### config.mk
export PLATFORM = sky130hd
export DESIGN_NAME = cms_ram
export DESIGN_NICKNAME = d
export VERILOG_FILES = /design/src/rtl/core/cms_ram.sv
export SDC_FILE = /design/constraint.sdc
export NUM_CORES = 2
export LEC_CHECK = 0
export ABC_AREA = 1
export ABC_CLOCK_PERIOD_IN_PS = 2120
export BUFFER_PORTS_ARGS = -buffer_cell sky130_fd_sc_hd__buf_2
export CELL_PAD_IN_SITES_DETAIL_PLACEMENT = 1
export CELL_PAD_IN_SITES_GLOBAL_PLACEMENT = 1
export CORE_MARGIN = 1
export CORE_UTILIZATION = 40
export DETAILED_ROUTE_END_ITERATION = 7
export HOLD_SLACK_MARGIN = 0.02
export PLACE_DENSITY_LB_ADDON = 0.08
export SETUP_SLACK_MARGIN = 0.02
export SKIP_CTS_REPAIR_TIMING = 1
export SLEW_MARGIN = 40
export SYNTH_ARGS = -nofsm -noshare
export SYNTH_HDL_FRONTEND = slang
export SYNTH_SLANG_ARGS = --single-unit
### constraint.sdc
create_clock -name clk -period 2.12 [get_ports clk]
set_input_delay 0.424 -clock clk [delete_from_list [all_inputs] [get_ports clk]]
set_output_delay 0.424 -clock clk [all_outputs]
set_load 0.05 [all_outputs]
### src/rtl/core/cms_ram.sv
// ----------------------------------------------------------------------------
// cms_ram
// Generic simple dual-port RAM, one write and one registered read port.
// ----------------------------------------------------------------------------
module cms_ram #(
	parameter int WIDTH = 4,
	parameter int DEPTH = 1024
) (
	input  logic                     clk,
	input  logic                     we,
	input  logic [$clog2(DEPTH)-1:0] waddr,
	input  logic [WIDTH-1:0]         wdata,
	input  logic [$clog2(DEPTH)-1:0] raddr,
	output logic [WIDTH-1:0]         rdata
);

	logic [WIDTH-1:0] mem_q [DEPTH];

	always_ff @(posedge clk) begin
		if (we) begin
			mem_q[waddr] <= wdata;
		end
		rdata <= mem_q[raddr];
	end

endmodule

==> impl_metrics.ini <==
[route]
post_drt_wl_per_cell_um = 27.5
met1_length_um = 260000
routed_wl_um = 605000
drt-vias-per-instance = 5.49
top_layer = met5
ant_nets = 0
dr_wl_met3_um = 34000
wl_met2_um = 292000
vias = 121000
drt-initial-drc-count = 11200
drc_errors = 0
first_pass_iters = 6

[job]
drv_cap = 0

[power_and_ir_drop]
seq_power_share_pct = 49.5
p_switching_w = 0.0419
switching_share_pct = 23.2
leakage_nw = 74.8
ir_worst_vdd_mv = 0.927
power_frac_clock_pct = 43.4
internal_power_w = 0.139
p_comb_share_pct = 7.1
powerDensity_mw_per_mm2 = 874

[sta]
setup_viol = 3
timing.fmax_ghz = 0.464
rsz0062_at_grt = true
relSlewSlack_pct = 50.0
fin_tns_setup_ns = -0.0546
fin_crit_ns = 2.15
period_share_pct = 102
fin_skew_ns = 0.0490
worstMarginPinSlew_ns = 0.749
hold_violations = 0
hold_ws_ns = 0.145
worst_slack_ns = -0.0334
drv_slew = 0

[synthesis]
synth_compound_area_share_pct = 0
synth_area_leaders = edfxtp_1 73%, nand3_1 12%, nand2_1 9.3%
synth_ff_type = edfxtp_1
synth_largest_area_cell = edfxtp_1
syn_area_per_cell_um2 = 11.6
synth_nets = 14600
syn_inst = 14600
synth.most_common_cell = nand2_1
syn-cell-area_mm2 = 0.169
synth_edf_count = 4096
yosys.area_share.xor_xnor_pct = 0
synth_seq_cells = 4100
ys_warn_count = 0
yosysUniqueCellTypes = 18
synth_simple_gate_area_share_pct = 23.8
synthMuxAreaShare_pct = 0
ys_top_cells_by_count = 4178 x nand2_1, 4096 x edfxtp_1, 4086 x nand3_1
synth_fa_ha_area_share_pct = 0
synth_top_family_by_area = simple AND/OR/NAND/NOR gates
seq_area_frac_synth_pct = 72.7
synth_async_sr_flop_share_pct = 0
synth_top_area_share_pct = 72.7

[final_layout]
fin_nets = 16000
final_core_util_pct = 49.1
nFillCells = 43600
layout-drive-gt1-share_pct = 16.9
seq_area_mm2 = 0.123
multi_input_area_mm2 = 0.0407
instances_no_fill = 22000
syn_to_final_growth_pct = 22.0

[clock_network]
h-tree-depth = 5
clock_latency_ns = 1.02
clock_path_buffers = 4
cts_tree = done
cts_made_buffers = 445
path_clk_slew_ns = 0.07
numClockSinks = 4100
root_buffer = clkbuf_16

[critical_path]
path_cells = buf_8 -> buf_12 -> buf_12 -> buf_12 -> nand3_1 -> nand3_1 -> nand3_1 -> nand3_1 -> nand3_1 -> nand3_1 -> nand3_1 -> nand3_2 -> nand2_1 -> nand2_2 -> nand2_1
max_stage_delay_ns = 0.27
cp.arrival_ns = 3.06
critPathLaunchType = input pin
crit_top_cell = nand3_1
cpMaxStageDelayCell = buf_12
endpoint_kind = flop
crit_type = input pin to flop
worstPathRequired_ns = 3.03
crit_fanout = 39

[floorplan]
ios = 30
start_util_pct = 40.2
core_area_mm2 = 0.421
die_y_um = 652
die_width_um = 652
die_area_mm2 = 0.426
rows = 238

[global_route]
grt_antenna_before_repair = 35
track_usage_pct = 27.9
overflow = 0
grt_max_degree = 90
grt_pass1_wl_um = 871000
grt_pass1_vias = 127000

[outcome]
status = finished, violations left
failed_checks = negative setup slack

[placement]
place_congestion = 0.874
hpwlAfterDp_um = 395000
preCtsSetupSlack_ns = -1.33
dp_cells = 21100
port_buffers = 29

[worst_hold_path]
hold_path_class = input pin to flop
## cells in the final DEF (no fill, tap or decap), types with 11 or more instances in the layout
cell type      n
clkbuf_1      69
buf_2         13
buf_12       413
nor3_1        24
inv_1         35
nor2_1      1038
nand2_1     4151
buf_4       1562
clkbuf_16    459
nand3_2       36
clkinvlp_4    18
clkinv_1     111
clkinv_2      96
inv_6         15
nand3_4       11
nand3_1     4039
buf_16        11
nand2_4       23
bufinv_16     54
edfxtp_1    4096
## power groups by stage
stage / sequential, W / clock [W] / combinational [W]
6_report: 0.0893 / 0.0784 / 0.0128
5_1_grt: 0.0892 / 0.0823 / 0.0136
4_1_cts: 0.0892 / 0.0797 / 0.0126
3_5_place_dp: 0.0910 / 0 / 0.0125
3_3_place_gp: 0.0910 / 0 / 0.0123
2_1_floorplan: 0.0910 / 0 / 0.00559
## sequential cells by signal, summed over array words and instances, names as in the netlist
name	cells
rdata	4
mem_q	4096
## layer usage
| layer | vias to the layer above | GRT usage [%] |
|---|---|---|
| li1 | 54300 | - |
| met1 | 62100 | 37.8 |
| met2 | 3436 | 46.8 |
| met3 | 812 | 3.57 |
| met4 | 8 | 8.47 |
| met5 | - | 0 |
## worst max-delay path: cells and delay by family
family	cells	cell delay, ns
buffers and inverters	4	0.92
and+or+nand+nor	11	1.59
## layout make-up
class / count / share of cell area, %
clock inverters: 306 / 1.43
multi-input cells: 9335 / 19.7
flip-flops and latches: 4100 / 59.6
well taps: 5640 / 3.42
diodes: 9 / 0.0109
clock buffers: 521 / 5.60
repair buffers: 2027 / 10.1
inverters: 44 / 0.118
repair inverters: 1 / 0.00545
## metrics by stage
| stage | cell area, um2 | total power, W |
|---|---|---|
| detailed placement | 191000 | 0.103 |
| global placement | 191000 | 0.103 |
| finish | 206000 | 0.180 |
| floorplan | 169000 | 0.0966 |
| CTS | 206000 | 0.181 |
| global route | 206000 | 0.185 |
## path summary, 6_finish.rpt
kind,from,to,slack [ns],cells after the start
worst max-delay path,raddr[1],rdata[2],-0.03,15
worst min-delay path,raddr[8],rdata[2],0.15,5
worst min register to register,mem_q[43][1],rdata[1],1.17,12
worst max register to register,mem_q[764][3],rdata[3],0.05,12
## logic make-up after synthesis
kind of cell | count (synthesis)
buffers and inverters | 1144
flip-flops | 4100
AND/OR/NAND/NOR | 9335
(Power assumes the default switching activity.)
