<file path="config.mk">
export PLATFORM = sky130hd
export DESIGN_NAME = cms_hash
export DESIGN_NICKNAME = d
export VERILOG_FILES = /design/src/rtl/core/cms_pkg.sv /design/src/rtl/core/cms_hash.sv
export SDC_FILE = /design/constraint.sdc
export NUM_CORES = 1
export LEC_CHECK = 0
export BUFFER_PORTS_ARGS = -buffer_cell sky130_fd_sc_hd__buf_4
export CAP_MARGIN = 15
export CORE_MARGIN = 1.5
export CORE_UTILIZATION = 64
export DETAILED_ROUTE_END_ITERATION = 7
export HOLD_SLACK_MARGIN = 0.06
export PLACE_DENSITY = 0.81
export SETUP_SLACK_MARGIN = 0.3
export SLEW_MARGIN = 10
export SYNTH_ARGS = -nofsm -noshare
export SYNTH_HDL_FRONTEND = slang
export SYNTH_SLANG_ARGS = --single-unit
</file>
<file path="constraint.sdc">
create_clock -name clk -period 10.6 [get_ports clk]
set_clock_uncertainty 0.15 [all_clocks]
set_input_delay 2.12 -clock clk [delete_from_list [all_inputs] [get_ports clk]]
set_output_delay 2.12 -clock clk [all_outputs]
set_load 0.05 [all_outputs]
</file>
<file path="src/rtl/core/cms_pkg.sv">
// ----------------------------------------------------------------------------
// cms_pkg
// Shared types, constants and request/response structs of the count-min
// frequency sketch.
// ----------------------------------------------------------------------------
package cms_pkg;

	localparam int ROWS          = 4;
	localparam int ROW_BITS      = (ROWS > 1) ? $clog2(ROWS) : 1;
	localparam int COL_BITS      = 14;
	localparam int ROW_WIDTH     = 1 << COL_BITS;
	localparam int CTR_BITS      = 4;
	localparam int MAX_KEY_BYTES = 8;
	localparam int NUM_SEEDS     = 4;
	localparam int SEED_BITS     = 2;
	localparam int EST_BITS      = 4;
	localparam int CFG_IDX_BITS  = 3;

	localparam logic [CTR_BITS-1:0] CTR_MAX = {CTR_BITS{1'b1}};

	localparam logic [31:0] MUR_C1 = 32'hcc9e2d51;
	localparam logic [31:0] MUR_C2 = 32'h1b873593;
	localparam logic [31:0] MUR_C3 = 32'he6546b64;
	localparam logic [31:0] MUR_C4 = 32'h85ebca6b;
	localparam logic [31:0] MUR_C5 = 32'hc2b2ae35;

	localparam logic [31:0] SEED_RESET   = 32'h12345678;
	localparam logic [31:0] DECAY_RESET  = 32'd15;

	localparam logic [1:0] OP_INC = 2'd0;
	localparam logic [1:0] OP_EST = 2'd1;
	localparam logic [1:0] OP_CLR = 2'd2;
	localparam logic [1:0] OP_NOP = 2'd3;

	localparam logic [CFG_IDX_BITS-1:0] CFG_SEED0 = 3'd0;
	localparam logic [CFG_IDX_BITS-1:0] CFG_SEED1 = 3'd1;
	localparam logic [CFG_IDX_BITS-1:0] CFG_SEED2 = 3'd2;
	localparam logic [CFG_IDX_BITS-1:0] CFG_SEED3 = 3'd3;
	localparam logic [CFG_IDX_BITS-1:0] CFG_DECAY = 3'd4;

	typedef logic [COL_BITS-1:0] col_t;
	typedef logic [CTR_BITS-1:0] ctr_t;

	typedef struct packed {
		logic        start;
		logic [31:0] seed;
		logic [63:0] key;
		logic [3:0]  len;
	} hash_req_t;

	typedef struct packed {
		logic        done;
		logic [31:0] hash;
	} hash_rsp_t;

	typedef struct packed {
		logic        start;
		logic [31:0] dividend;
		logic [31:0] divisor;
	} mod_req_t;

	typedef struct packed {
		logic        done;
		logic [31:0] rem;
	} mod_rsp_t;

endpackage

</file>
<file path="src/rtl/core/cms_hash.sv">
// ----------------------------------------------------------------------------
// cms_hash
// Sequenced 32-bit murmur hash of a key up to 8 bytes, one shared multiplier.
// ----------------------------------------------------------------------------
module cms_hash
	import cms_pkg::*;
(
	input  logic      clk,
	input  logic      arst_n,
	input  hash_req_t req,
	output hash_rsp_t rsp
);

	typedef enum logic [3:0] {
		H_IDLE, H_BM1, H_BM2, H_BH, H_TM1, H_TM2, H_TH, H_FA, H_FB, H_FC
	} hstate_t;

	hstate_t     state_q;
	logic [31:0] h_q, k_q;
	logic [63:0] key_q;
	logic [3:0]  len_q;
	logic        blk_q;
	logic        done_q;

	logic [31:0] mul_a, mul_b, mul_p;
	logic [31:0] word, tail_word, tail_mask, fin_t, bh_t;
	logic [1:0]  nblk, blk_next;

	function automatic logic [31:0] rotl(input logic [31:0] x, input int r);
		return (x << r) | (x >> (32 - r));
	endfunction

	always_comb begin
		nblk      = len_q[3:2];
		blk_next  = {1'b0, blk_q} + 2'd1;
		word      = blk_q ? key_q[63:32] : key_q[31:0];
		case (len_q[1:0])
			2'd1:    tail_mask = 32'h000000ff;
			2'd2:    tail_mask = 32'h0000ffff;
			2'd3:    tail_mask = 32'h00ffffff;
			default: tail_mask = 32'h00000000;
		endcase
		tail_word = word & tail_mask;
		fin_t     = h_q ^ {28'd0, len_q};
		bh_t      = rotl(h_q ^ k_q, 13);
		mul_a     = 32'd0;
		mul_b     = 32'd0;
		case (state_q)
			H_BM1: begin
				mul_a = word;
				mul_b = MUR_C1;
			end
			H_TM1: begin
				mul_a = tail_word;
				mul_b = MUR_C1;
			end
			H_BM2, H_TM2: begin
				mul_a = rotl(k_q, 15);
				mul_b = MUR_C2;
			end
			H_FA: begin
				mul_a = fin_t ^ (fin_t >> 16);
				mul_b = MUR_C4;
			end
			H_FB: begin
				mul_a = h_q ^ (h_q >> 13);
				mul_b = MUR_C5;
			end
			default: begin
				mul_a = 32'd0;
				mul_b = 32'd0;
			end
		endcase
		mul_p = mul_a * mul_b;
	end

	always_ff @(posedge clk or negedge arst_n) begin
		if (!arst_n) begin
			state_q <= H_IDLE;
			done_q  <= 1'b0;
		end else begin
			done_q <= 1'b0;
			case (state_q)
				H_IDLE: begin
					if (req.start) begin
						h_q   <= req.seed;
						key_q <= req.key;
						len_q <= req.len;
						blk_q <= 1'b0;
						if (req.len[3:2] != 2'd0) begin
							state_q <= H_BM1;
						end else if (req.len[1:0] != 2'd0) begin
							state_q <= H_TM1;
						end else begin
							state_q <= H_FA;
						end
					end
				end
				H_BM1: begin
					k_q     <= mul_p;
					state_q <= H_BM2;
				end
				H_BM2: begin
					k_q     <= mul_p;
					state_q <= H_BH;
				end
				H_BH: begin
					h_q   <= (bh_t << 2) + bh_t + MUR_C3;
					blk_q <= blk_next[0];
					if (blk_next != nblk) begin
						state_q <= H_BM1;
					end else if (len_q[1:0] != 2'd0) begin
						state_q <= H_TM1;
					end else begin
						state_q <= H_FA;
					end
				end
				H_TM1: begin
					k_q     <= mul_p;
					state_q <= H_TM2;
				end
				H_TM2: begin
					k_q     <= mul_p;
					state_q <= H_TH;
				end
				H_TH: begin
					h_q     <= h_q ^ k_q;
					state_q <= H_FA;
				end
				H_FA: begin
					h_q     <= mul_p;
					state_q <= H_FB;
				end
				H_FB: begin
					h_q     <= mul_p;
					state_q <= H_FC;
				end
				H_FC: begin
					h_q     <= h_q ^ (h_q >> 16);
					done_q  <= 1'b1;
					state_q <= H_IDLE;
				end
				default: state_q <= H_IDLE;
			endcase
		end
	end

	assign rsp.done = done_q;
	assign rsp.hash = h_q;

endmodule

</file>
==> results_dict.tcl <==
set metrics [dict create \
    yosys_most_used_dff "edfxtp_1" \
    io_pins 136 \
    ff_latch_area_um2 4120 \
    synth.avg_cell_area_um2 9.85 \
    place.gp.congestion 1.10 \
    synth_cell_types 89 \
    hold_viol_final 0 \
    worstRegToRegCells 30 \
    grt_max_degree 70 \
    cts_buffers 17 \
    core-area_um2 35500 \
    dp_hpwl_mm 73.1 \
    ant_nets 0 \
    clockBufferDepth 2 \
    grt_pass1_wl_mm 126 \
    arrival_ps 10320 \
    start_util 0.649 \
    yosysSeqAreaShare 0.179 \
    dieHeight_um 193 \
    antenna_cells 0 \
    end_kind "flop" \
    max_stage_delay_ps 800 \
    via_count 18800 \
    min_period_ps 10180 \
    cts.clk_slew.worst_paths_ps 80 \
    clk_latency_ps 460 \
    worst_pin_slew_ps 1160 \
    crit_path_start_kind "flop" \
    drc 2 \
    async_reset_ff_frac 0.0362 \
    r2r-end "h_q[29]" \
    wire_per_inst_um 29.4 \
    violations "DRC" \
    setup-tns-final_ps 0 \
    yosys_warnings 0 \
    hold_end "state_q[1]" \
    fin_nets 3153 \
    die_x_um 193 \
    relSlewSlack 0.221 \
    hp-class "flop to flop" \
    grt_pass1_vias 19900 \
    rows 69 \
    area_growth_syn_to_layout_pct 10.5 \
    holdPathStages 3 \
    r2r_slack_ps 420 \
    synthCells 2338 \
    fp.dieArea_um2 37100 \
    syn_nets 3027 \
    layout-drive-gt1-share 0.111 \
    synth.ff_latch_count 138 \
    drt-initial-drc-count 2421 \
    finalCritPeriodShare 0.960 \
    cp-startpoint "state_q[2]" \
    dp.cells 2901 \
    synth_top_area_cell "fa_1" \
    rsz0062_at_grt "true" \
    antenna_found_initial 0 \
    hold_start "len_q[0]" \
    synthTopCellsByCount "564 x inv_1, 406 x fa_1, 180 x ha_1" \
    synth.most_common_cell "inv_1" \
    synth_top_cell_area_share 0.353 \
    crit_fanout 40 \
    htree_levels 4 \
    drt_wl_total_mm 86.4 \
    fill_cells 2622 \
    vias_per_cell 6.41 \
    worstSetupPathType "flop to flop" \
    status "finished with violations" \
    cts_tree "done" \
    fmax_ghz 0.0982 \
    clock-root-buffer "clkbuf_16" \
    slowest_stage "nor2_1" \
    io_buffers 135 \
    syn_area_um2 23000 \
    setup_viol 0 \
    critPathRequiredTime_ps 10740 \
    cpMostUsedCell "fa_1" \
    gr-total-overflow 0 \
    timing.hold.ws_ps 731 \
    clock-sinks 138 \
    synth_edf_count 133 \
    multi_input_area_um2 16500 \
    layout.cells.non_filler 2938 \
    r2r-start "state_q[2]" \
    grt_usage 0.490 \
    synthTopCellsByArea "fa_1 35%, edfxtp_1 17%, ha_1 9.8%" \
    drt_pre_antenna_iters 8 \
    drv_cap 0 \
    utilization 0.717 \
    maxSlewViolCount 0 \
]
## per-stage QoR
step | instance area [um^2] | worst slack, ps
2_1_floorplan | 23000 | 1560
3_3_place_gp | 24600 | 168
3_5_place_dp | 24600 | 359
4_1_cts | 25300 | 353
5_1_grt | 25400 | 191
6_report | 25400 | 420
## cell usage in the layout, fill, tap and decap left out, types with 5 or more instances in the layout
cell type    n
or2_2        8
nand2_1    142
a211oi_1     6
edfxtp_1   133
buf_4      184
a221oi_1    15
xnor2_1    101
and3_1       6
mux2i_1     29
o21ai_0     67
o21bai_1     8
fa_1       406
a22oi_1      6
a21o_1      33
and2_1      28
xor2_1      64
a221o_1      7
bufinv_16    7
inv_1      564
ha_1       180
a222oi_1    11
clkbuf_16   17
o21ai_1      7
a21oi_2      5
a31oi_1     11
a21oi_1     74
o211ai_1     5
o21a_1       6
nor3_1       5
nor2_1     173
nand2b_1    16
o221ai_1    10
nor2b_1     11
nand3_1     10
nor2_2       5
## final cells by class
class                   instances  area share
inverters                     569      0.0839
clock inverters                13      0.0103
repair buffers                187      0.0555
well taps                     461      0.0227
flip-flops and latches        138       0.162
multi-input cells            1551       0.648
clock buffers                  19      0.0170
## critical path, delay by kind of cell (launching register included)
| family | cells | cell delay, ps |
|---|---|---|
| AOI/OAI and AO/OA | 8 | 1890 |
| xor gates and xnor gates | 1 | 220 |
| DFF | 1 | 580 |
| adders and majority gates | 9 | 4020 |
| buffers and inverters | 5 | 750 |
| and+or+nand+nor | 7 | 2380 |
## metal layers
metal	GRT usage	share of wire
met3	0.163	0.13
met2	0.725	0.43
met5	0	0
met1	0.595	0.35
met4	0.369	0.091
## worst max path at each step
stage	to	slack, ps
final	h_q[29]	420
after global routing	h_q[26]	190
after CTS	h_q[31]	350
after detailed placement	h_q[31]	360
after global placement	h_q[26]	170
after floorplan	h_q[31]	1560
## kinds of logic (layout without fill, tap and decap cells)
family / count (synthesis) / count (layout) / synth area share
compound gates: 319 / 319 / 0.0938
xor+xnor: 167 / 167 / 0.0647
fa+ha+maj: 586 / 586 / 0.451
buf+inv: 649 / 788 / 0.108
flops: 138 / 138 / 0.179
mux: 33 / 33 / 0.0146
simple gates: 446 / 446 / 0.0890
## sequential cells by signal, summed over array words and instances, names as in the netlist
signal   flops
key_q       64
h_q         32
k_q         32
len_q        4
state_q      4
blk_q        1
done_q       1
## timing repair
item / CTS / global route
setup endpoints to repair: 2 / 15
endpoints found under the hold margin: 0 / 0
pin swaps: 0 / 3
buffers inserted: 0 / 4
hold buffers: 0 / 0
gates resized for setup: 2 / 23
Power is not shown: default switching activity piles up to over one toggle a cycle in this logic, so the estimate is an artifact.
