[src/rtl/core/cms_pkg.sv]
// ----------------------------------------------------------------------------
// cms_pkg
// Shared types, constants and request/response structs of the count-min
// frequency sketch.
// ----------------------------------------------------------------------------
package cms_pkg;

	localparam int ROWS          = 4;
	localparam int ROW_BITS      = (ROWS > 1) ? $clog2(ROWS) : 1;
	localparam int COL_BITS      = 14;
	localparam int ROW_WIDTH     = 1 << COL_BITS;
	localparam int CTR_BITS      = 4;
	localparam int MAX_KEY_BYTES = 8;
	localparam int NUM_SEEDS     = 4;
	localparam int SEED_BITS     = 2;
	localparam int EST_BITS      = 4;
	localparam int CFG_IDX_BITS  = 3;

	localparam logic [CTR_BITS-1:0] CTR_MAX = {CTR_BITS{1'b1}};

	localparam logic [31:0] MUR_C1 = 32'hcc9e2d51;
	localparam logic [31:0] MUR_C2 = 32'h1b873593;
	localparam logic [31:0] MUR_C3 = 32'he6546b64;
	localparam logic [31:0] MUR_C4 = 32'h85ebca6b;
	localparam logic [31:0] MUR_C5 = 32'hc2b2ae35;

	localparam logic [31:0] SEED_RESET   = 32'h12345678;
	localparam logic [31:0] DECAY_RESET  = 32'd15;

	localparam logic [1:0] OP_INC = 2'd0;
	localparam logic [1:0] OP_EST = 2'd1;
	localparam logic [1:0] OP_CLR = 2'd2;
	localparam logic [1:0] OP_NOP = 2'd3;

	localparam logic [CFG_IDX_BITS-1:0] CFG_SEED0 = 3'd0;
	localparam logic [CFG_IDX_BITS-1:0] CFG_SEED1 = 3'd1;
	localparam logic [CFG_IDX_BITS-1:0] CFG_SEED2 = 3'd2;
	localparam logic [CFG_IDX_BITS-1:0] CFG_SEED3 = 3'd3;
	localparam logic [CFG_IDX_BITS-1:0] CFG_DECAY = 3'd4;

	typedef logic [COL_BITS-1:0] col_t;
	typedef logic [CTR_BITS-1:0] ctr_t;

	typedef struct packed {
		logic        start;
		logic [31:0] seed;
		logic [63:0] key;
		logic [3:0]  len;
	} hash_req_t;

	typedef struct packed {
		logic        done;
		logic [31:0] hash;
	} hash_rsp_t;

	typedef struct packed {
		logic        start;
		logic [31:0] dividend;
		logic [31:0] divisor;
	} mod_req_t;

	typedef struct packed {
		logic        done;
		logic [31:0] rem;
	} mod_rsp_t;

endpackage

[src/rtl/core/cms_mod.sv]
// ----------------------------------------------------------------------------
// cms_mod
// Bit-serial restoring remainder of a 32-bit dividend by a 32-bit divisor.
// ----------------------------------------------------------------------------
module cms_mod
	import cms_pkg::*;
(
	input  logic     clk,
	input  logic     arst_n,
	input  mod_req_t req,
	output mod_rsp_t rsp
);

	logic        busy_q, done_q;
	logic [4:0]  cnt_q;
	logic [31:0] dvd_q, dvs_q, rem_q;
	logic [32:0] trial, diff;

	always_comb begin
		trial = {rem_q, dvd_q[31]};
		diff  = trial - {1'b0, dvs_q};
	end

	always_ff @(posedge clk or negedge arst_n) begin
		if (!arst_n) begin
			busy_q <= 1'b0;
			done_q <= 1'b0;
			cnt_q  <= 5'd0;
		end else begin
			done_q <= 1'b0;
			if (req.start) begin
				busy_q <= 1'b1;
				cnt_q  <= 5'd0;
				dvd_q  <= req.dividend;
				dvs_q  <= req.divisor;
				rem_q  <= 32'd0;
			end else if (busy_q) begin
				dvd_q <= {dvd_q[30:0], 1'b0};
				rem_q <= diff[32] ? trial[31:0] : diff[31:0];
				cnt_q <= cnt_q + 5'd1;
				if (cnt_q == 5'd31) begin
					busy_q <= 1'b0;
					done_q <= 1'b1;
				end
			end
		end
	end

	assign rsp.done = done_q;
	assign rsp.rem  = rem_q;

endmodule
[config.mk]
export PLATFORM = sky130hd
export DESIGN_NAME = cms_mod
export DESIGN_NICKNAME = d
export VERILOG_FILES = /design/src/rtl/core/cms_pkg.sv /design/src/rtl/core/cms_mod.sv
export SDC_FILE = /design/constraint.sdc
export NUM_CORES = 1
export LEC_CHECK = 0
export BUFFER_PORTS_ARGS = -buffer_cell sky130_fd_sc_hd__buf_2
export CAP_MARGIN = 5
export CORE_MARGIN = 10
export CORE_UTILIZATION = 59
export CTS_BUF_LIST = sky130_fd_sc_hd__clkbuf_4
export CTS_CLUSTER_DIAMETER = 200
export DETAILED_ROUTE_END_ITERATION = 6
export PLACE_DENSITY = 0.89
export RECOVER_POWER = 25
export SLEW_MARGIN = 25
export SYNTH_ARGS = -nofsm -noshare
export SYNTH_HDL_FRONTEND = slang
export SYNTH_SLANG_ARGS = --single-unit
export TNS_END_PERCENT = 10
[constraint.sdc]
create_clock -name clk -period 3.8 [get_ports clk]
set_clock_uncertainty 0.15 [all_clocks]
set_input_delay 0.57 -clock clk [delete_from_list [all_inputs] [get_ports clk]]
set_output_delay 0.57 -clock clk [all_outputs]
set_load 0.01 [all_outputs]
==> results of run 1 <==
==> placed cells by master, fill, tap and decap left out, types with 8 or more instances in the layout <==
master / n
buf_2: 97
edfxtp_1: 96
nand2_1: 72
nor2_1: 52
inv_1: 44
a21oi_1: 36
ha_1: 34
mux2_2: 31
o21ai_0: 18
a311oi_1: 18
xnor2_1: 17
nand3_1: 13
buf_4: 12
nand2b_1: 9
o21a_1: 9
xor2_1: 9
clkbuf_4: 9
a32oi_1: 8
==> cell families (layout without fill, tap and decap cells) <==
group                      count (synthesis)  after routing  share of synthesized area (%)
AOI/OAI and AO/OA                        148            148                           17.1
xor gates and xnor gates                  28             28                           4.11
adders and majority gates                 35             35                           6.94
buffers and inverters                     73            173                           4.75
DFF                                      103            103                           47.6
muxes                                     37             37                           6.37
and+or+nand+nor                          184            184                           13.2
==> final timing paths <==
check,start,to,slack [ns]
max,rem_q[16]$_SDFFCE_PP0P_,rem_q[15]$_SDFFCE_PP0P_,0.50
min,req[30],dvs_q[30]$_DFFE_PP_,0.11
max reg2reg,rem_q[16]$_SDFFCE_PP0P_,rem_q[15]$_SDFFCE_PP0P_,0.50
min reg2reg,cnt_q[4]$_DFFE_PN0N_,cnt_q[4]$_DFFE_PN0N_,0.41
max in group asynchronous,arst_n,busy_q$_DFF_PN0_,1.39
min in group asynchronous,arst_n,done_q$_DFF_PN0_,0.83
==> routing by layer <==
metal | share of wire, % | vias to the layer above
met4 | 2.7 | 0
met1 | 42 | 2411
met2 | 49 | 214
met3 | 6.6 | 40
met5 | 0 | -
li1 | - | 2461
==> sequential cells by signal, indices dropped and copies added, names as in the netlist <==
register	cells
busy_q	1
rem_q	32
done_q	1
dvs_q	32
cnt_q	5
dvd_q	32
==> per-stage QoR <==
step	std cells	hold slack, ns	utilization (%)
2_1_floorplan	608	0.124	-
3_3_place_gp	832	0.359	65.8
3_5_place_dp	832	0.380	65.8
4_1_cts	848	0.0327	66.9
5_1_grt	848	0.0816	66.8
6_report	848	0.110	66.8
==> power groups by stage <==
stage | Sequential, W | Clock (W) | Combinational (W)
2_1_floorplan | 0.00157 | 0 | 0.00117
3_3_place_gp | 0.00156 | 0 | 0.00161
3_5_place_dp | 0.00157 | 0 | 0.00164
4_1_cts | 0.00154 | 0.000553 | 0.00165
5_1_grt | 0.00156 | 0.000590 | 0.00182
6_report | 0.00154 | 0.000539 | 0.00167
==> final cells by class <==
| class | instances | area, µm² | share of cell area [%] |
|---|---|---|---|
| inverter | 44 | 165 | 2.30 |
| tap | 140 | 175 | 2.44 |
| multi-input combinational | 432 | 3070 | 42.7 |
| clock buffer | 9 | 67.6 | 0.941 |
| clock inverter | 7 | 55.1 | 0.767 |
| timing repair buffer | 113 | 591 | 8.22 |
| sequential | 103 | 3060 | 42.6 |
==> results.cfg, run 1 <==
[yosys]
netlist_area_mm2 = 0.00642
synth_most_common_cell = edfxtp_1
synth_top_area_share_pct = 44.9
synth_edf_count = 96
synth_ff_type = edfxtp_1
syn_inst = 608
synth_area_leader_cell = edfxtp_1
yosysUniqueCellTypes = 65
yosys_warnings = 0
syn_nets = 710
syn_area_per_cell_um2 = 10.6
netlist_top_cells_area = edfxtp_1, ha_1, mux2_2
postSynth.asyncResetShare_pct = 6.80
ys_seq_area_share_pct = 47.6
synth_common_cells = edfxtp_1, nand2_1, nor2_1
synth-seq-cells = 103

[clock_tree]
post_cts_buffers = 0
cts_buffer_depth = 2
cts_htree_levels = 3
cts_root_buffer = clkbuf_4
insertion_delay_ns = 0.47
holdBufCountCts = 0
cts_resized = 0
cts_made_buffers = 9
cts_sinks = 103
path_clk_slew_ns = 0.17
cts_tree = yes

[sta]
setup_viol = 0
drv_slew = 41
period_share_pct = 86.9
rsz0062_at_grt = false
slew_headroom_pct = -55.3
timing.final.hold_violations = 0
finalCriticalPeriod_ns = 3.30
fmax_mhz = 303
tightest_slew_ns = 2.33
fin_tns_setup_ns = 0
worst_slack_ns = 0.499

[floorplan]
die_area_mm2 = 0.0155
die_x_um = 124
rows = 38
coreArea_mm2 = 0.0107
initial_core_util_pct = 59.8
pin_count = 100
die_h_um = 124

[placement]
pre_cts_slack_ns = 0.627
place.gp.congestion = 0.933
hpwl_mm = 11.7
dpl_cell_area_mm2 = 0.00707
io_buffers = 99

[route]
num_vias = 5126
ant_nets = 0
first_pass_iters = 5
wire_per_inst_um = 18.6
wl_mm = 15.8
drt_iter0_markers = 452
drc = 0
vias_per_cell = 6.04

[power]
sw_frac_of_total_pct = 39.9
powerDensity_mw_per_mm2 = 522
p_leak_nw = 3.00
ir_drop_v = 0.000267
p_total_w = 0.00375
power.switching_w = 0.00150
clockPowerShare_pct = 14.4
p_int_w = 0.00225
seq_power_share_pct = 41.2
pwr-share-comb_pct = 44.5

[min_path]
hold_path_class = primary input to flip-flop
hold_depth = 1

[worst_setup_path]
slowest_delay_ns = 0.50
crit_required_ns = 3.90
crit_path_end_kind = flip-flop
cp_num_cells = 10
worst_path_dominant_cell_family = compound AO/OA/AOI/OAI gates
cp.buffers_inverters = 1
worst-r2r-cell-count = 10
worst_ep_arrival_time_ns = 3.41
path_cells = ha_1, nand4_2, nor3_4, nand2_2, o221a_4, o211ai_4, xnor2_2, buf_4, nand2_1, a311oi_1
path_max_fanout = 23
critPathKind = flip-flop to flip-flop
setup.worst_path.start_class = flip-flop
critPathSlowestCell = ha_1

[grt]
met1_usage_pct = 24.2
grt_max_degree = 45
grtUsageMet2_pct = 33.2
grt_usage_pct = 19.8
grt_pass1_wl_mm = 25.8
top_usage_layer = met2
antenna_found_initial = 0
globalRouteMet3Util_pct = 4.55
grt_pass1_vias = 5263
gr-total-overflow = 0

[cells_and_area]
drive_gt1_share_pct = 24.3
fin_area_mm2 = 0.00718
fillCellCount = 853
diodes = 0
syn_to_final_growth_pct = 11.8
nets = 805

[run_status]
violations = max-capacitance violations, max-slew violations
status = finished with violations

[run]
max-cap-violations = 1
Power figures use the tool's default switching activity.
==> inputs of run 2 (changes only) <==
==> constraint.sdc (replaced) <==
create_clock -name clk -period 3.5 [get_ports clk]
set_clock_uncertainty 0.15 [all_clocks]
set_input_delay 0.525 -clock clk [delete_from_list [all_inputs] [get_ports clk]]
set_output_delay 0.525 -clock clk [all_outputs]
set_load 0.01 [all_outputs]
==> run 2 against run 1 <==
- combinational power is 10% higher
- setup slack got worse by 0.30 ns
- highest routed layer unchanged
- largest cell class unchanged
- sequential cell count is the same
- global-route usage is 0.16 points higher
- first-iteration DRC count is 3.8% higher
- largest power group unchanged
- the flow still finishes with violations (max-capacitance violations, max-slew violations)
- total power up 8.7%
==> results.cfg, run 2 (synthesized netlist as in run 1, its figures left out) <==
[cells_and_area]
nets = 808
diodes = 0
post-route-util_pct = 67.1
top_regs = dvd_q (32), dvs_q (32), rem_q (32)
mostFrequentLayoutCell = buf_2
layout_common_cells = buf_2, edfxtp_1, nand2_1
syn_to_final_growth_pct = 12.3
drive_gt1_share_pct = 24.5

[clock_tree]
post_cts_buffers = 0
cts_buffer_depth = 2
cts_made_buffers = 9
holdBufCountCts = 1
insertion_delay_ns = 0.47
cts_root_buffer = clkbuf_4
cts_htree_levels = 3
cts_resized = 0
cts_sinks = 103
path_clk_slew_ns = 0.17
cts_tree = yes

[sta]
timing.final.hold_violations = 0
tightest_slew_ns = 1.72
drv_slew = 33
rsz0062_at_grt = false
hold_slack_ns = 0.0636
fin_tns_setup_ns = 0
setup_viol = 0
fmax_mhz = 303
period_share_pct = 94.4
finalCriticalPeriod_ns = 3.31
slew_headroom_pct = -14.5

[power]
clockPowerShare_pct = 14.0
power.switching_w = 0.00160
sw_frac_of_total_pct = 39.3
p_total_w = 0.00408
seq_power_share_pct = 40.9
pwr-share-comb_pct = 45.2
p_int_w = 0.00247
p_leak_nw = 3.02
powerDensity_mw_per_mm2 = 565
ir_drop_v = 0.000235

[worst_setup_path]
worst-r2r-cell-count = 9
r2r_end = rem_q[11]$_SDFFCE_PP0P_
path_max_fanout = 5
setup.worst_path.start_class = flip-flop
crit_path_end_kind = flip-flop
cp_num_cells = 9
worst_ep_arrival_time_ns = 3.41
rr_startpoint = rem_q[3]$_SDFFCE_PP0P_
critPathSlowestCell = edfxtp_1
crit_required_ns = 3.61
cp.buffers_inverters = 0
r2r_setup_slack_ns = 0.19
critPathKind = flip-flop to flip-flop
worst_path_dominant_cell_family = compound AO/OA/AOI/OAI gates
slowest_delay_ns = 0.48
path_cells = ha_1, a21o_1, or3_1, o221ai_1, a21boi_0, o41ai_2, xnor2_1, nand2_1, a311oi_1

[min_path]
whs_endpoint = dvs_q[31]$_DFFE_PP_
hold_depth = 1
holdCritStartpoint = req[31]
hold_path_class = primary input to flip-flop

[placement]
hpwl_mm = 11.8
io_buffers = 99
place.gp.congestion = 0.962

[floorplan]
die_x_um = 124
die_area_mm2 = 0.0155
rows = 38
initial_core_util_pct = 59.8
die_h_um = 124
pin_count = 100
coreArea_mm2 = 0.0107

[route]
vias_per_cell = 6.03
wl_mm = 15.7
wire_per_inst_um = 18.5
wl_met2_mm = 7.58
topRoutingLayerUsed = met4
met1_length_mm = 6.71
num_vias = 5128
drt_iter0_markers = 469
ant_nets = 0
wl_met3_mm = 1.03
first_pass_iters = 5
drc = 0

[run_status]
status = finished with violations
violations = max-capacitance violations, max-slew violations

[grt]
grt_max_degree = 55
grt_pass1_wl_mm = 26.0
grt_usage_pct = 20.0
gr-total-overflow = 0
grt_pass1_vias = 5160
antenna_found_initial = 0

[run]
max-cap-violations = 1
==> run 2: cell count changes in the layout (fill, tap and decap cells not counted) <==
cell	delta
buf_4	+1
clkbuf_4	+1
dlygate4sd3_1	+1
inv_8	-1
buf_12	+1
==> run 2: layout make-up <==
| class | instances | area [µm²] |
|---|---|---|
| repair buffers | 116 | 628 |
| clock buffers | 10 | 75.1 |
| multi-input cells | 432 | 3070 |
| well taps | 140 | 175 |
| fillers | 862 | 3530 |
| clock inverters | 6 | 43.8 |
| flip-flops and latches | 103 | 3060 |
| inverters | 44 | 165 |
==> run 2: through the flow <==
step	instance area (µm²)	cells	setup WS (ns)
detailed placement	7100	834	0.328
global placement	7100	834	0.481
finish	7210	851	0.195
floorplan	6420	608	0.517
global route	7210	851	0.0797
CTS	7220	851	0.280
==> run 2: routing by layer <==
metal  up-vias  track usage (%)
met4         0             7.75
met5         -                0
met2       215             32.7
met3        29             4.21
met1      2434             25.3
li1       2450                -
==> run 2: power by group through the flow <==
stage	Sequential, W	Clock, W	Combinational (W)
floorplan	0.00170	0	0.00127
finish	0.00167	0.000569	0.00184
CTS	0.00167	0.000584	0.00183
global placement	0.00168	0	0.00177
detailed placement	0.00169	0	0.00181
global route	0.00169	0.000644	0.00202
==> run 2: how the worst max path moves through the flow <==
stage                       startpoint                 endpoint  slack (ns)
2_1_floorplan  rem_q[15]$_SDFFCE_PP0P_  rem_q[12]$_SDFFCE_PP0P_        0.52
6_report        rem_q[3]$_SDFFCE_PP0P_  rem_q[11]$_SDFFCE_PP0P_        0.19
5_1_grt         rem_q[3]$_SDFFCE_PP0P_  rem_q[11]$_SDFFCE_PP0P_        0.08
3_5_place_dp    rem_q[3]$_SDFFCE_PP0P_  rem_q[11]$_SDFFCE_PP0P_        0.33
3_3_place_gp   rem_q[28]$_SDFFCE_PP0P_  rem_q[18]$_SDFFCE_PP0P_        0.48
4_1_cts         rem_q[3]$_SDFFCE_PP0P_  rem_q[11]$_SDFFCE_PP0P_        0.28
